File: config.mk
export PLATFORM = sky130hd
export DESIGN_NAME = utf16le_to_narrow_code_decoder_top_flat
export DESIGN_NICKNAME = d
export VERILOG_FILES = /design/src/hw/rtl/u16d_pkg.sv /design/src/hw/rtl/u16d_if.sv /design/src/hw/rtl/utf16le_to_narrow_code_decoder_top.sv /design/src/flat_wrapper.sv
export SDC_FILE = /design/constraint.sdc
export NUM_CORES = 1
export LEC_CHECK = 0
export BUFFER_PORTS_ARGS = -buffer_cell sky130_fd_sc_hd__clkbuf_2
export CAP_MARGIN = 25
export CORE_MARGIN = 8
export CORE_UTILIZATION = 50
export CTS_BUF_LIST = sky130_fd_sc_hd__clkbuf_4
export DETAILED_ROUTE_END_ITERATION = 7
export PLACE_DENSITY = 0.78
export SYNTH_ARGS = -nofsm -noshare
export SYNTH_HDL_FRONTEND = slang
export SYNTH_SLANG_ARGS = --single-unit
File: constraint.sdc
create_clock -name clk -period 3.1 [get_ports clk]
set_input_delay 0.62 -clock clk [delete_from_list [all_inputs] [get_ports clk]]
set_output_delay 0.62 -clock clk [all_outputs]
set_load 0.05 [all_outputs]
File: src/hw/rtl/u16d_pkg.sv
// Package with the constants and types shared by the UTF-16LE decoder files.
package u16d_pkg;

  // High-byte window that opens a surrogate pair: 0xD8 up to, not including, 0xE0.
  localparam logic [7:0]  SURR_LOW_HI  = 8'hD8;
  localparam logic [7:0]  SURR_END_HI  = 8'hE0;
  localparam logic [15:0] REPLACE_CODE = 16'h003F;
  localparam logic [15:0] TERM_CODE    = 16'h0000;

  // Default depth of the result queue; it must be at least two.
  localparam int OUT_FIFO_DEPTH = 4;

  // Position of the next byte within a unit or a surrogate pair.
  typedef enum logic [1:0] {
    POS_UNIT_LO = 2'd0,
    POS_UNIT_HI = 2'd1,
    POS_PAIR_LO = 2'd2,
    POS_PAIR_HI = 2'd3
  } byte_pos_t;

  // One result word as it sits in the result queue.
  typedef struct packed {
    logic [15:0] char_code;
    logic        out_last;
  } result_t;

endpackage

File: src/hw/rtl/u16d_if.sv
// Channel interfaces of the UTF-16LE decoder: byte input, result output, configuration.
interface u16d_in_if;
  logic       valid;
  logic       ready;
  logic [7:0] in_byte;
  logic       in_last;

  modport source (output valid, output in_byte, output in_last, input ready);
  modport sink   (input valid, input in_byte, input in_last, output ready);
endinterface

interface u16d_out_if;
  logic        valid;
  logic        ready;
  logic [15:0] char_code;
  logic        out_last;

  modport source (output valid, output char_code, output out_last, input ready);
  modport sink   (input valid, input char_code, input out_last, output ready);
endinterface

interface u16d_cfg_if;
  logic valid;
  logic ready;
  logic narrow_mode;

  modport source (output valid, output narrow_mode, input ready);
  modport sink   (input valid, input narrow_mode, output ready);
endinterface

File: src/hw/rtl/utf16le_to_narrow_code_decoder_top.sv
// Top level of the UTF-16LE decoder with replacement of out-of-range units.
//
// The decoder takes one byte of a little-endian UTF-16 string per word on the
// input channel and gives decoded character codes on the output channel. Two
// bytes form a code unit, low byte first. A unit whose high byte lies in
// 0xD8..0xDF opens a four-byte surrogate pair, which always decodes to '?'
// (0x3F). Any other unit is given as it is in wide mode, and as '?' in narrow
// mode when it is 0x100 or above. After the byte marked last, a terminator word
// with code 0 and out_last set follows; an odd final byte or an unfinished pair
// is dropped, and the decoder starts the next string from scratch. A byte is
// accepted in every cycle while the result queue has room for two words, and
// its results go into the registered queue behind any words held there. The
// sustained rate is one byte per cycle while the queue has room; the output
// side sets the pace, at one result word per cycle, so a byte that yields a
// character and the terminator gives two output words. narrow_mode is written
// through the always-ready configuration channel and resets to wide mode.
module utf16le_to_narrow_code_decoder_top
  import u16d_pkg::*;
#(
  parameter int FIFO_DEPTH = OUT_FIFO_DEPTH
) (
  input  logic              clk,
  input  logic              rst_n,
  u16d_in_if.sink           in_ch,
  u16d_out_if.source        out_ch,
  u16d_cfg_if.sink          cfg_ch
);

  localparam int PTR_W = (FIFO_DEPTH > 1) ? $clog2(FIFO_DEPTH) : 1;
  localparam int CNT_W = $clog2(FIFO_DEPTH + 1);

  // Decoder state.
  byte_pos_t   pos_r, pos_nxt;
  logic [7:0]  low_byte_r, low_byte_nxt;
  logic        surr_r, surr_nxt;
  logic        narrow_mode_r;

  // Result queue, kept in registers.
  result_t            fifo_r [FIFO_DEPTH];
  logic [PTR_W-1:0]   wr_ptr_r, wr_ptr_nxt;
  logic [PTR_W-1:0]   rd_ptr_r, rd_ptr_nxt;
  logic [CNT_W-1:0]   count_r, count_nxt;

  logic        in_fire;
  logic        out_fire;
  logic        emit_char;
  logic [15:0] char_code;
  logic [1:0]  push_n;
  logic [PTR_W-1:0] wr_ptr_inc;

  function automatic logic [PTR_W-1:0] ptr_inc(input logic [PTR_W-1:0] p);
    ptr_inc = (p == PTR_W'(FIFO_DEPTH - 1)) ? '0 : p + PTR_W'(1);
  endfunction

  // User writes configuration register only while decoder is idle; unenforced.
  assign cfg_ch.ready = 1'b1;

  always_ff @(posedge clk) begin
    if (!rst_n) begin
      narrow_mode_r <= 1'b0;
    end else if (cfg_ch.valid) begin
      narrow_mode_r <= cfg_ch.narrow_mode;
    end
  end

  // A byte is taken only when two queue slots are free, so that a character
  // and a terminator can always be stored together.
  assign in_ch.ready = (count_r <= CNT_W'(FIFO_DEPTH - 2));
  assign in_fire     = in_ch.valid && in_ch.ready;
  assign out_fire    = out_ch.valid && out_ch.ready;

  // Per-byte decode. Positions 2 and 3 are always inside a pair.
  always_comb begin
    pos_nxt      = pos_r;
    low_byte_nxt = low_byte_r;
    surr_nxt     = surr_r;
    emit_char    = 1'b0;
    char_code    = {in_ch.in_byte, low_byte_r};
    case (pos_r)
      POS_UNIT_LO: begin
        low_byte_nxt = in_ch.in_byte;
        pos_nxt      = POS_UNIT_HI;
      end
      POS_UNIT_HI: begin
        if (in_ch.in_byte >= SURR_LOW_HI && in_ch.in_byte < SURR_END_HI) begin
          surr_nxt = 1'b1;
          pos_nxt  = POS_PAIR_LO;
        end else begin
          emit_char = 1'b1;
          // In narrow mode any nonzero high byte puts the unit at or above 0x100.
          if (narrow_mode_r && in_ch.in_byte != 8'h00) begin
            char_code = REPLACE_CODE;
          end
          pos_nxt = POS_UNIT_LO;
        end
      end
      POS_PAIR_LO: begin
        surr_nxt = 1'b1;
        pos_nxt  = POS_PAIR_HI;
      end
      POS_PAIR_HI: begin
        emit_char = 1'b1;
        char_code = REPLACE_CODE;
        pos_nxt   = POS_UNIT_LO;
        surr_nxt  = 1'b0;
      end
      default: begin
        pos_nxt = POS_UNIT_LO;
      end
    endcase
    // The end of a string clears all decode state.
    if (in_ch.in_last) begin
      pos_nxt      = POS_UNIT_LO;
      low_byte_nxt = 8'h00;
      surr_nxt     = 1'b0;
    end
  end

  always_ff @(posedge clk) begin
    if (!rst_n) begin
      pos_r      <= POS_UNIT_LO;
      low_byte_r <= 8'h00;
      surr_r     <= 1'b0;
    end else if (in_fire) begin
      pos_r      <= pos_nxt;
      low_byte_r <= low_byte_nxt;
      surr_r     <= surr_nxt;
    end
  end

  // Queue bookkeeping.
  assign push_n     = in_fire ? ({1'b0, emit_char} + {1'b0, in_ch.in_last}) : 2'd0;
  assign wr_ptr_inc = ptr_inc(wr_ptr_r);

  always_comb begin
    wr_ptr_nxt = wr_ptr_r;
    if (push_n == 2'd1) begin
      wr_ptr_nxt = wr_ptr_inc;
    end else if (push_n == 2'd2) begin
      wr_ptr_nxt = ptr_inc(wr_ptr_inc);
    end
    rd_ptr_nxt = out_fire ? ptr_inc(rd_ptr_r) : rd_ptr_r;
    count_nxt  = count_r + CNT_W'(push_n) - CNT_W'(out_fire);
  end

  always_ff @(posedge clk) begin
    if (!rst_n) begin
      wr_ptr_r <= '0;
      rd_ptr_r <= '0;
      count_r  <= '0;
    end else begin
      wr_ptr_r <= wr_ptr_nxt;
      rd_ptr_r <= rd_ptr_nxt;
      count_r  <= count_nxt;
    end
  end

  // Queue storage: the character goes first, the terminator behind it.
  always_ff @(posedge clk) begin
    if (in_fire) begin
      if (emit_char) begin
        fifo_r[wr_ptr_r] <= '{char_code: char_code, out_last: 1'b0};
        if (in_ch.in_last) begin
          fifo_r[wr_ptr_inc] <= '{char_code: TERM_CODE, out_last: 1'b1};
        end
      end else if (in_ch.in_last) begin
        fifo_r[wr_ptr_r] <= '{char_code: TERM_CODE, out_last: 1'b1};
      end
    end
  end

  assign out_ch.valid     = (count_r != '0);
  assign out_ch.char_code = fifo_r[rd_ptr_r].char_code;
  assign out_ch.out_last  = fifo_r[rd_ptr_r].out_last;

  // The pair flag follows the position: set exactly in the two pair positions.
  a_surr_matches_pos: assert property (@(posedge clk) disable iff (!rst_n)
    surr_r == pos_r[1])
    else $error("surrogate flag disagrees with byte position");

  // The queue never holds more words than it has slots.
  a_count_bound: assert property (@(posedge clk) disable iff (!rst_n)
    count_r <= CNT_W'(FIFO_DEPTH))
    else $error("result queue overfilled");

  // A final byte always returns the decoder to the start of a unit.
  a_last_clears: assert property (@(posedge clk) disable iff (!rst_n)
    (in_fire && in_ch.in_last) |=> (pos_r == POS_UNIT_LO && !surr_r))
    else $error("decode state not cleared after final byte");

  // Every accepted final byte puts a terminator at the tail of the queue.
  a_last_queues_term: assert property (@(posedge clk) disable iff (!rst_n)
    (in_fire && in_ch.in_last) |=> (count_r != '0))
    else $error("terminator not queued after final byte");

endmodule
File: src/flat_wrapper.sv
// flat-port wrapper written by rule: the top's interface ports become plain ports
module utf16le_to_narrow_code_decoder_top_flat import u16d_pkg::*;
#(
  parameter int FIFO_DEPTH = OUT_FIFO_DEPTH
)
  (clk, rst_n, in_ch_valid, in_ch_in_byte, in_ch_in_last, in_ch_ready, out_ch_valid, out_ch_char_code, out_ch_out_last, out_ch_ready, cfg_ch_valid, cfg_ch_narrow_mode, cfg_ch_ready);
  u16d_in_if in_ch_i ();
  u16d_out_if out_ch_i ();
  u16d_cfg_if cfg_ch_i ();
  input  logic clk;
  input  logic rst_n;
  input wire logic [$bits(in_ch_i.valid)-1:0] in_ch_valid;
  input wire logic [$bits(in_ch_i.in_byte)-1:0] in_ch_in_byte;
  input wire logic [$bits(in_ch_i.in_last)-1:0] in_ch_in_last;
  output wire logic [$bits(in_ch_i.ready)-1:0] in_ch_ready;
  output wire logic [$bits(out_ch_i.valid)-1:0] out_ch_valid;
  output wire logic [$bits(out_ch_i.char_code)-1:0] out_ch_char_code;
  output wire logic [$bits(out_ch_i.out_last)-1:0] out_ch_out_last;
  input wire logic [$bits(out_ch_i.ready)-1:0] out_ch_ready;
  input wire logic [$bits(cfg_ch_i.valid)-1:0] cfg_ch_valid;
  input wire logic [$bits(cfg_ch_i.narrow_mode)-1:0] cfg_ch_narrow_mode;
  output wire logic [$bits(cfg_ch_i.ready)-1:0] cfg_ch_ready;
  assign in_ch_i.valid = in_ch_valid;
  assign in_ch_i.in_byte = in_ch_in_byte;
  assign in_ch_i.in_last = in_ch_in_last;
  assign in_ch_ready = in_ch_i.ready;
  assign out_ch_valid = out_ch_i.valid;
  assign out_ch_char_code = out_ch_i.char_code;
  assign out_ch_out_last = out_ch_i.out_last;
  assign out_ch_i.ready = out_ch_ready;
  assign cfg_ch_i.valid = cfg_ch_valid;
  assign cfg_ch_i.narrow_mode = cfg_ch_narrow_mode;
  assign cfg_ch_ready = cfg_ch_i.ready;
  utf16le_to_narrow_code_decoder_top #(.FIFO_DEPTH(FIFO_DEPTH)) u_core (.clk(clk), .rst_n(rst_n), .in_ch(in_ch_i), .out_ch(out_ch_i), .cfg_ch(cfg_ch_i));
endmodule
## After elaboration in Yosys (flattened, before gate mapping)

Memories as Yosys holds them, arrays and structs flattened. A register that Yosys moved wholly into a read port is not among the register bits.
Cells that the tools add are included.

- Add/sub/neg operators: 6
- Magnitude comparators: 3
- Equality and inequality tests: 8
- Muxes and demuxes: 29
- Bitwise operators: 1
- Reduce and logical (&&, ||, !) cells: 10

Operators by type and width:

| kind | number |
|---|---|
| 16-bit 2-to-1 mux | 2 |
| 16-bit case mux with 2 select lines | 1 |
| 2-bit 2-to-1 mux | 10 |
| 17-bit 2-to-1 mux | 1 |
| 8-bit 2-to-1 mux | 2 |
| 2-bit equality test, second input constant | 6 |
| 1-bit 2-to-1 mux | 11 |
| 8-bit greater-or-equal comparator, second input constant | 1 |
| 8-bit < comparator, second input constant | 1 |
| 2-bit case mux with 4 select lines | 1 |
| 8-bit nonzero test | 1 |
| 2-bit by 1-bit adder with 2-bit output, second input constant | 3 |
| 2-bit by 1-bit equality test with 1-bit output, second input constant | 2 |
| 1-bit logical AND | 4 |
| 2-bit nonzero test | 2 |
| 3-bit by 2-bit adder with 3-bit output | 1 |
| 3-bit by 2-bit <= comparator with 1-bit output, second input constant | 1 |
| 3-bit nonzero test | 1 |
| 3-bit by 1-bit subtractor with 3-bit output | 1 |
| 1-bit by 1-bit adder with 2-bit output | 1 |
| 2-bit zero test | 1 |
| 1-bit case mux with 2 select lines | 1 |
| 2-bit AND reduction | 1 |
| 1-bit bitwise OR | 1 |

- Register bits after elaboration: 18
- RAM bits: 68
- Input port bits: 15
- Output and inout port bits: 20
- Word-level logic and storage cells: 64
- Memories: 1

Memory list:

| memory | words | bits a word | rd ports | clocked after memory_dff | wr ports | RTL line | source |
|---|---|---|---|---|---|---|---|
| u_core.fifo_r | 4 | 17 | 1 | 1 | 2 | utf16le_to_narrow_code_decoder_top.sv:39 | `result_t fifo_r [FIFO_DEPTH];` |

## Longest topological paths before layout

Gate-level depths: netlist (run 1).

- Word-level depth: 9
- Gate-level depth with buffers: 13
- Mapped depth without buffers: 11

## Least setup slack after synthesis (run 1)

OpenSTA, ideal clock, no wires.

- Path type: input port to flip-flop
- From: input port in_ch_in_byte[3]
- To: register u_core.count_r[2]
- Library setup time: 115 ps
- Arrival time: 2,759 ps
- Required time: 2,985 ps
- Setup slack: 226 ps
- Stages: 13
- Path buffers: 2
- Cell sequence: and2_0 > buf_2 > a21oi_4 > inv_1 > buf_2 > ha_1 > nor2_1 > ha_1 > inv_1 > fa_1 > xor2_1 > xnor2_1 > and2_1

- Word-level cells in the longest chain between the ends: 8
- Elaborated cells on any way between the ends: 9
- Those cells by class: 3 x add/sub; 2 x order compare; 3 x mux; 1 x reduce/logical

Ends and longest elaborated chain:

| item | RTL line | source |
|---|---|---|
| start, declared | flat_wrapper.sv:13 | `input wire logic [$bits(in_ch_i.in_byte)-1:0] in_ch_in_byte;` |
| 8-bit greater-or-equal comparator or 8-bit < comparator (tied branches) | utf16le_to_narrow_code_decoder_top.sv:85 | `if (in_ch.in_byte >= SURR_LOW_HI && in_ch.in_byte < SURR_END_HI) begin` |
| 1-bit logical AND * | utf16le_to_narrow_code_decoder_top.sv:85 |  |
| 1-bit 2-to-1 mux * | utf16le_to_narrow_code_decoder_top.sv:85 |  |
| 1-bit case mux with 2 select lines * | utf16le_to_narrow_code_decoder_top.sv:79 | `case (pos_r)` |
| 1-bit by 1-bit adder with 2-bit output * | utf16le_to_narrow_code_decoder_top.sv:132 | `assign push_n = in_fire ? ({1'b0, emit_char} + {1'b0, in_ch.in_last}) : 2'd0;` |
| 2-bit 2-to-1 mux * | utf16le_to_narrow_code_decoder_top.sv:132 |  |
| 3-bit by 2-bit adder with 3-bit output * | utf16le_to_narrow_code_decoder_top.sv:143 | `count_nxt = count_r + CNT_W'(push_n) - CNT_W'(out_fire);` |
| 3-bit by 1-bit subtractor with 3-bit output * | utf16le_to_narrow_code_decoder_top.sv:143 |  |
| end signal, assigned | utf16le_to_narrow_code_decoder_top.sv:154 | `count_r <= count_nxt;` |
| end, declared | utf16le_to_narrow_code_decoder_top.sv:42 | `logic [CNT_W-1:0] count_r, count_nxt;` |

Every way passes the cells marked *; elsewhere a longest branch is shown, timed or not.
A chain may end at the register's enable or synchronous reset.

==> PnR_summary.wiki, run 1 <==
{| class="wikitable"
! Metric !! Value
|-
| Class of the worst hold path || in -> reg
|-
| Category of the most critical setup path || reg -> out
|-
| Number of enable flip-flop cells after synthesis || 0
|-
| Core region area || between 8000 and 9000 um^2
|-
| Gate Count Post-Synth || around 380
|-
| Number of global-route vias before repair || 3,354
|-
| Die height || approximately 110 um
|-
| Crit Path Max Fanout || 17
|-
| Yosys warnings || 0
|-
| Total negative slack || 0 ps
|-
| Total power density per cell area || approximately 770 nW/um^2
|-
| Final worst clock skew || 27.6 ps
|-
| Routed via count divided by cell count || 6.25
|-
| Fmax || between 300 and 400 MHz
|-
| Drt pass-1 iters || 6
|-
| Clock latency on the worst-skew pair || 470 ps
|-
| Result of the run || finished clean
|-
| Total global routing overflow || 0
|-
| First-pass GRT wire length || ~17 mm
|-
| # port buffers || 33
|-
| Detailed router's first-iteration violation count || 254
|-
| Placed cell count || 512
|-
| Cell count of the worst reg-to-reg path || 8
|-
| Fin nets || 447
|-
| CTS Root Cell || sky130_fd_sc_hd__clkbuf_4
|-
| Final clock period utilization by the worst path || between 80 and 90%
|-
| Hold Fails Final Rpt || 0
|-
| Final WS setup || ~530 ps
|-
| Final Critical Period || roughly 2600 ps
|-
| Most used cells in the layout excluding fill and tap cells || sky130_fd_sc_hd__dfxtp_1 (88), sky130_fd_sc_hd__clkbuf_2 (33), sky130_fd_sc_hd__inv_1 (31), sky130_fd_sc_hd__nand2_1 (29), sky130_fd_sc_hd__o2bb2ai_1 (26)
|-
| Highest ir drop seen on vdd || between 300 and 400 uV
|-
| Std cell rows || 33
|-
| Initial antenna violation count || 0
|-
| Critical register-to-register path endpoint || u_core.count_r[2]$_SDFF_PN0_
|-
| Area delta synth->final || 10.3%
|-
| CTS Buf Count || 9
|-
| Residual antenna-violating net count after detailed routing || 0
|-
| H-Tree Depth || 3
|-
| Primary flip-flop cell chosen by synthesis mapping || sky130_fd_sc_hd__dfxtp_1
|-
| N_diodes || 0
|-
| Hold Path Depth || 3
|-
| Count of max-cap constraint violations || 0
|-
| Signal arrival time at the worst endpoint || 1950 ps
|-
| Max Root-Sink Buffers || 2
|-
| Seq cells post-synth || 88
|-
| Largest net degree at the start of global routing || 19
|-
| HPWL after detailed placement || around 7.4 mm
|-
| CTS tree || built
|-
| Combined area of all synthesized cells || roughly 4100 um^2
|-
| Share of final-layout standard cells stronger than drive strength 1 || roughly 22%
|-
| Number of standard cells in the layout, taps in and fillers out || 528
|-
| Flop-to-flop setup slack || 590 ps
|-
| Slew at the pin closest to its max-slew limit || 869 ps
|-
| Die Outline Area || about 11,000 um^2
|-
| Number of gates resized after CTS || 0
|-
| Count of unresolved DRC violations after routing || 0
|-
| Total track usage || 19.0%
|-
| Worst slew slack as a fraction of its limit || 41.7%
|-
| Clock transition at the registers of the reported paths || 170 ps
|-
| Syn_nets || 412
|-
| Number of placed I/O pins || 35
|-
| Post-CTS setup buffer count || 0
|-
| Routed length per instance || 20.0 um
|-
| Final max-slew violation count || 0
|-
| Initial core utilization || about half
|-
| Worst Min Path Start || cfg_ch_narrow_mode
|-
| Mean Syn Cell Area || 10.6 um^2
|-
| Cts hold-fix bufs || 0
|-
| Setup WS pre-CTS || 227 ps
|-
| Total number of vias || ~3,300
|-
| Share of synthesized area occupied by flip-flops and latches || 43.2%
|-
| Beginning of the worst register-to-register path || u_core.count_r[2]$_SDFF_PN0_
|-
| Hold-critical path endpoint || u_core.narrow_mode_r$_SDFFE_PN0P_
|-
| Fraction of registers with async set/reset || 0%
|-
| Min Hold Slack || 414 ps
|-
| Count of unique library cells instantiated by Yosys || 56
|-
| Sinks on Clock Net || 88
|-
| Final RePlAce weighted congestion || 0.893
|-
| Die X-Extent || 106 um
|-
| RSZ-0062 raised after global routing || no
|-
| # setup viols final || 0
|-
| Most frequent standard cell in the layout excluding fill and tap cells || sky130_fd_sc_hd__dfxtp_1
|-
| Type of origin of the critical path || flop
|-
| Detailed-route wire length || 10.5 mm
|-
| Data required time at the worst endpoint || 2480 ps
|-
| Static leakage power || 1.68 nW
|-
| Critical Path Sink Type || output port
|}
[where the power goes]
part | internal (mW) | leakage [nW] | switching, mW
registers | 1.36 | 0.719 | 0.129
clock network | 0.182 | 0.0717 | 0.438
logic | 0.495 | 0.893 | 0.868
[metrics by stage]
stage               total power [mW]  cell area, um^2  util [%]
global placement                2.84             4370      54.2
floorplan                       2.56             4080         -
CTS                             3.49             4500      55.9
global route                    3.66             4500      55.9
detailed placement              2.88             4370      54.3
finish                          3.48             4500      55.9
[logic make-up (layout without fill, tap and decap cells)]
family	count (synthesis)	in the layout	synth area share [%]
adders and majority gates	14	14	4.48
xor gates and xnor gates	3	3	0.644
and+or+nand+nor	93	93	12.7
buffers and inverters	55	95	5.55
other	1	1	0.0920
AOI/OAI and AO/OA	110	110	23.5
DFF	88	88	43.2
muxes	19	19	9.88
[worst max-delay path by stage]
| stage | depth (start not counted) | endpoint | start |
|---|---|---|---|
| final | 3 | out_ch_out_last | flop |
| after global routing | 9 | u_core.wr_ptr_r[1]$_SDFFE_PN0P_ | u_core.count_r[2]$_SDFF_PN0_ |
| after CTS | 3 | out_ch_char_code[15] | flop |
| after detailed placement | 12 | u_core.count_r[2]$_SDFF_PN0_ | in_ch_in_byte[6] |
| after global placement | 12 | u_core.count_r[2]$_SDFF_PN0_ | in_ch_in_byte[6] |
| after floorplan | 13 | u_core.count_r[2]$_SDFF_PN0_ | in_ch_in_byte[3] |
[worst max-delay path: stages, from the launching register on]
cell and delay, ps:
sky130_fd_sc_hd__dfxtp_1 330, sky130_fd_sc_hd__buf_4 330, sky130_fd_sc_hd__mux4_2 560, sky130_fd_sc_hd__clkbuf_2 260
[layer usage]
metal  vias to the layer above  wire length [um]  global-route usage (%)
li1                       1542                 -                       -
met1                      1623              4420                    22.8
met2                       114              5280                    31.5
met3                        19               607                    5.32
met4                         0               227                    7.34
met5                         -                 0                       0
[state kept, by name, summed over array words and instances (netlist names), named ones only]
name / flops
u_core.fifo_r: 68
u_core.low_byte_r: 8
u_core.count_r: 3
u_core.pos_r: 2
u_core.rd_ptr_r: 2
u_core.wr_ptr_r: 2
u_core.narrow_mode_r: 1
[layout make-up]
cell class,count,area (um^2)
fillers,729,3550
well taps,105,131
clock inverters,7,58.8
inverters,32,120
flip-flops and latches,88,1760
multi-input cells,240,2090
clock buffers,9,67.6
repair buffers,47,268
[synthesized netlist by cell type (3+ instances only)]
master,number,share of area (%)
sky130_fd_sc_hd__dfxtp_1,88,43
sky130_fd_sc_hd__nor3_1,11,1.4
sky130_fd_sc_hd__nor2b_1,4,0.61
sky130_fd_sc_hd__inv_1,31,2.9
sky130_fd_sc_hd__a32o_1,20,4.9
sky130_fd_sc_hd__o21ai_0,5,0.61
sky130_fd_sc_hd__nor4_1,3,0.46
sky130_fd_sc_hd__or3b_2,8,1.7
sky130_fd_sc_hd__a21boi_0,11,2.0
sky130_fd_sc_hd__buf_2,10,1.2
sky130_fd_sc_hd__and2_1,12,1.8
sky130_fd_sc_hd__mux4_2,17,9.4
sky130_fd_sc_hd__nand3_1,5,0.61
sky130_fd_sc_hd__nand4_1,4,0.61
sky130_fd_sc_hd__a21oi_1,3,0.37
sky130_fd_sc_hd__ha_1,13,4.0
sky130_fd_sc_hd__o21a_1,3,0.55
sky130_fd_sc_hd__and3_1,3,0.46
sky130_fd_sc_hd__clkbuf_1,10,0.92
sky130_fd_sc_hd__o32ai_1,16,3.4
sky130_fd_sc_hd__nand2_1,29,2.7
sky130_fd_sc_hd__o2bb2ai_1,26,5.6
sky130_fd_sc_hd__nor2_1,6,0.55
sky130_fd_sc_hd__a22o_1,3,0.64
Note: power is estimated with default switching activity, not from simulation.
==> inputs of run 2 (changes only) <==
- clock period: 3.1 -> 2.62 ns (I/O delays scaled with it)
==> run 2 against run 1 <==
Die area unchanged. Via count rose by 2.5%. Critical endpoint is now out_ch_char_code[14]. Global-route usage up 0.24 points. Non-clock buffer count increased by 13.
==> PnR_summary.wiki, run 2 (same netlist as run 1, synthesis figures left out) <==
{| class="wikitable"
! Metric !! Value
|-
| Highest ir drop seen on vdd || 477 uV
|-
| RSZ-0062 raised after global routing || no
|-
| Result of the run || finished clean
|-
| Total number of vias || around 3,400
|-
| # port buffers || 33
|-
| Detailed-route wire length || between 10 and 15 mm
|-
| Cts hold-fix bufs || 0
|-
| Total negative slack || 0 ps
|-
| Initial antenna violation count || 0
|-
| Sum of internal, switching and leakage power || 4.26 mW
|-
| Register name with the most flops || u_core.fifo_r
|-
| Placed cell count || roughly 530
|-
| Max reg flops || 68
|-
| Signal arrival time at the worst endpoint || 1970 ps
|-
| Sinks on Clock Net || 88
|-
| Die height || approximately 110 um
|-
| Std cell rows || 33
|-
| Routed via count divided by cell count || 6.25
|-
| Slew at the pin closest to its max-slew limit || 1070 ps
|-
| Post-CTS setup buffer count || 0
|-
| Detailed router's first-iteration violation count || 274
|-
| Share of final-layout standard cells stronger than drive strength 1 || 26.1%
|-
| N_diodes || 0
|-
| Core region area || 8050 um^2
|-
| Final RePlAce weighted congestion || 0.937
|-
| Crit Path Max Fanout || 17
|-
| Type of origin of the critical path || flop
|-
| Final worst clock skew || 18.4 ps
|-
| Number of global-route vias before repair || 3,464
|-
| Setup WS pre-CTS || just under 50 ps
|-
| Most used cells in the layout excluding fill and tap cells || sky130_fd_sc_hd__dfxtp_1 (88), sky130_fd_sc_hd__clkbuf_2 (33), sky130_fd_sc_hd__inv_1 (30), sky130_fd_sc_hd__nand2_1 (29), sky130_fd_sc_hd__buf_4 (27)
|-
| Class of the worst hold path || in -> reg
|-
| Largest net degree at the start of global routing || 19
|-
| Area delta synth->final || 13.9%
|-
| Max Root-Sink Buffers || 2
|-
| Die Outline Area || 11,300 um^2
|-
| Hold Fails Final Rpt || 0
|-
| # setup viols final || 0
|-
| Residual antenna-violating net count after detailed routing || 0
|-
| Static leakage power || about 1.8 nW
|-
| Number of placed I/O pins || 35
|-
| H-Tree Depth || 3
|-
| Leading registers by flop count || u_core.fifo_r: 68 flops, u_core.low_byte_r: 8 flops, u_core.count_r: 3 flops
|-
| Number of standard cells in the layout, taps in and fillers out || between 500 and 600
|-
| Final Critical Period || 2490 ps
|-
| Critical Path Sink Type || output port
|-
| CTS Buf Count || 9
|-
| Clock latency on the worst-skew pair || 460 ps
|-
| Count of unresolved DRC violations after routing || 0
|-
| Data required time at the worst endpoint || ~2100 ps
|-
| Initial core utilization || 50.6%
|-
| Drt pass-1 iters || 5
|-
| Count of max-cap constraint violations || 0
|-
| Final max-slew violation count || 0
|-
| Clock transition at the registers of the reported paths || 160 ps
|-
| Most frequent standard cell in the layout excluding fill and tap cells || sky130_fd_sc_hd__dfxtp_1
|-
| Final clock period utilization by the worst path || between 90 and 100%
|-
| Number of gates resized after CTS || 0
|-
| Fin nets || 460
|-
| Final WS setup || 130 ps
|-
| Total track usage || 19.2%
|-
| Fmax || 402 MHz
|-
| Worst slew slack as a fraction of its limit || 27.9%
|-
| First-pass GRT wire length || roughly 17 mm
|-
| CTS tree || built
|-
| Routed length per instance || 19.4 um
|-
| HPWL after detailed placement || 7.39 mm
|-
| Total power density per cell area || 917 nW/um^2
|-
| Total global routing overflow || 0
|-
| CTS Root Cell || sky130_fd_sc_hd__clkbuf_4
|-
| Category of the most critical setup path || reg -> out
|-
| Die X-Extent || 106 um
|}
run 2: area by class of cell:
| type | count | area, um^2 |
|---|---|---|
| inverter | 32 | 120 |
| tap | 105 | 131 |
| clock buffer | 9 | 67.6 |
| sequential | 88 | 1760 |
| multi-input combinational | 240 | 2110 |
| fill | 736 | 3410 |
| clock inverter | 7 | 85.1 |
| timing repair buffer | 60 | 368 |
run 2: through the flow:
step / hold slack, ps / cell area, um^2 / utilization, %
2_1_floorplan: 421 / 4110 / -
3_3_place_gp: 438 / 4490 / 55.8
3_5_place_dp: 444 / 4490 / 55.8
4_1_cts: 311 / 4640 / 57.7
5_1_grt: 308 / 4640 / 57.7
6_report: 318 / 4640 / 57.7
run 2: path summary, 6_finish.rpt:
check	slack [ps]	depth (start not counted)	endpoint	start
worst max-delay path	130	3	out_ch_char_code[14]	flop
worst max register to register	230	11	u_core.count_r[2]$_SDFF_PN0_	u_core.count_r[1]$_SDFF_PN0_
worst min-delay path	320	3	u_core.narrow_mode_r$_SDFFE_PN0P_	cfg_ch_narrow_mode
worst min register to register	470	2	u_core.fifo_r[1][7]$_SDFFE_PP0P_	u_core.fifo_r[1][7]$_SDFFE_PP0P_
run 2: critical path: stages, from the launching register on:
cell and delay (ps):
sky130_fd_sc_hd__dfxtp_1 340, sky130_fd_sc_hd__buf_4 320, sky130_fd_sc_hd__mux4_2 570, sky130_fd_sc_hd__clkbuf_2 250
run 2: per-layer routing:
metal / wire [um] / track usage (%) / vias up
met2: 5200 / 32.7 / 128
met3: 668 / 4.30 / 28
li1: - / - / 1560
met1: 4370 / 23.0 / 1665
met5: 0 / 0 / -
met4: 280 / 8.14 / 0
run 2: power breakdown:
| part | total (mW) | switching [mW] | leakage [nW] | internal [mW] |
|---|---|---|---|---|
| registers | 1.77 | 0.159 | 0.719 | 1.61 |
| clock network | 0.831 | 0.521 | 0.0770 | 0.310 |
| logic | 1.65 | 1.03 | 0.956 | 0.623 |
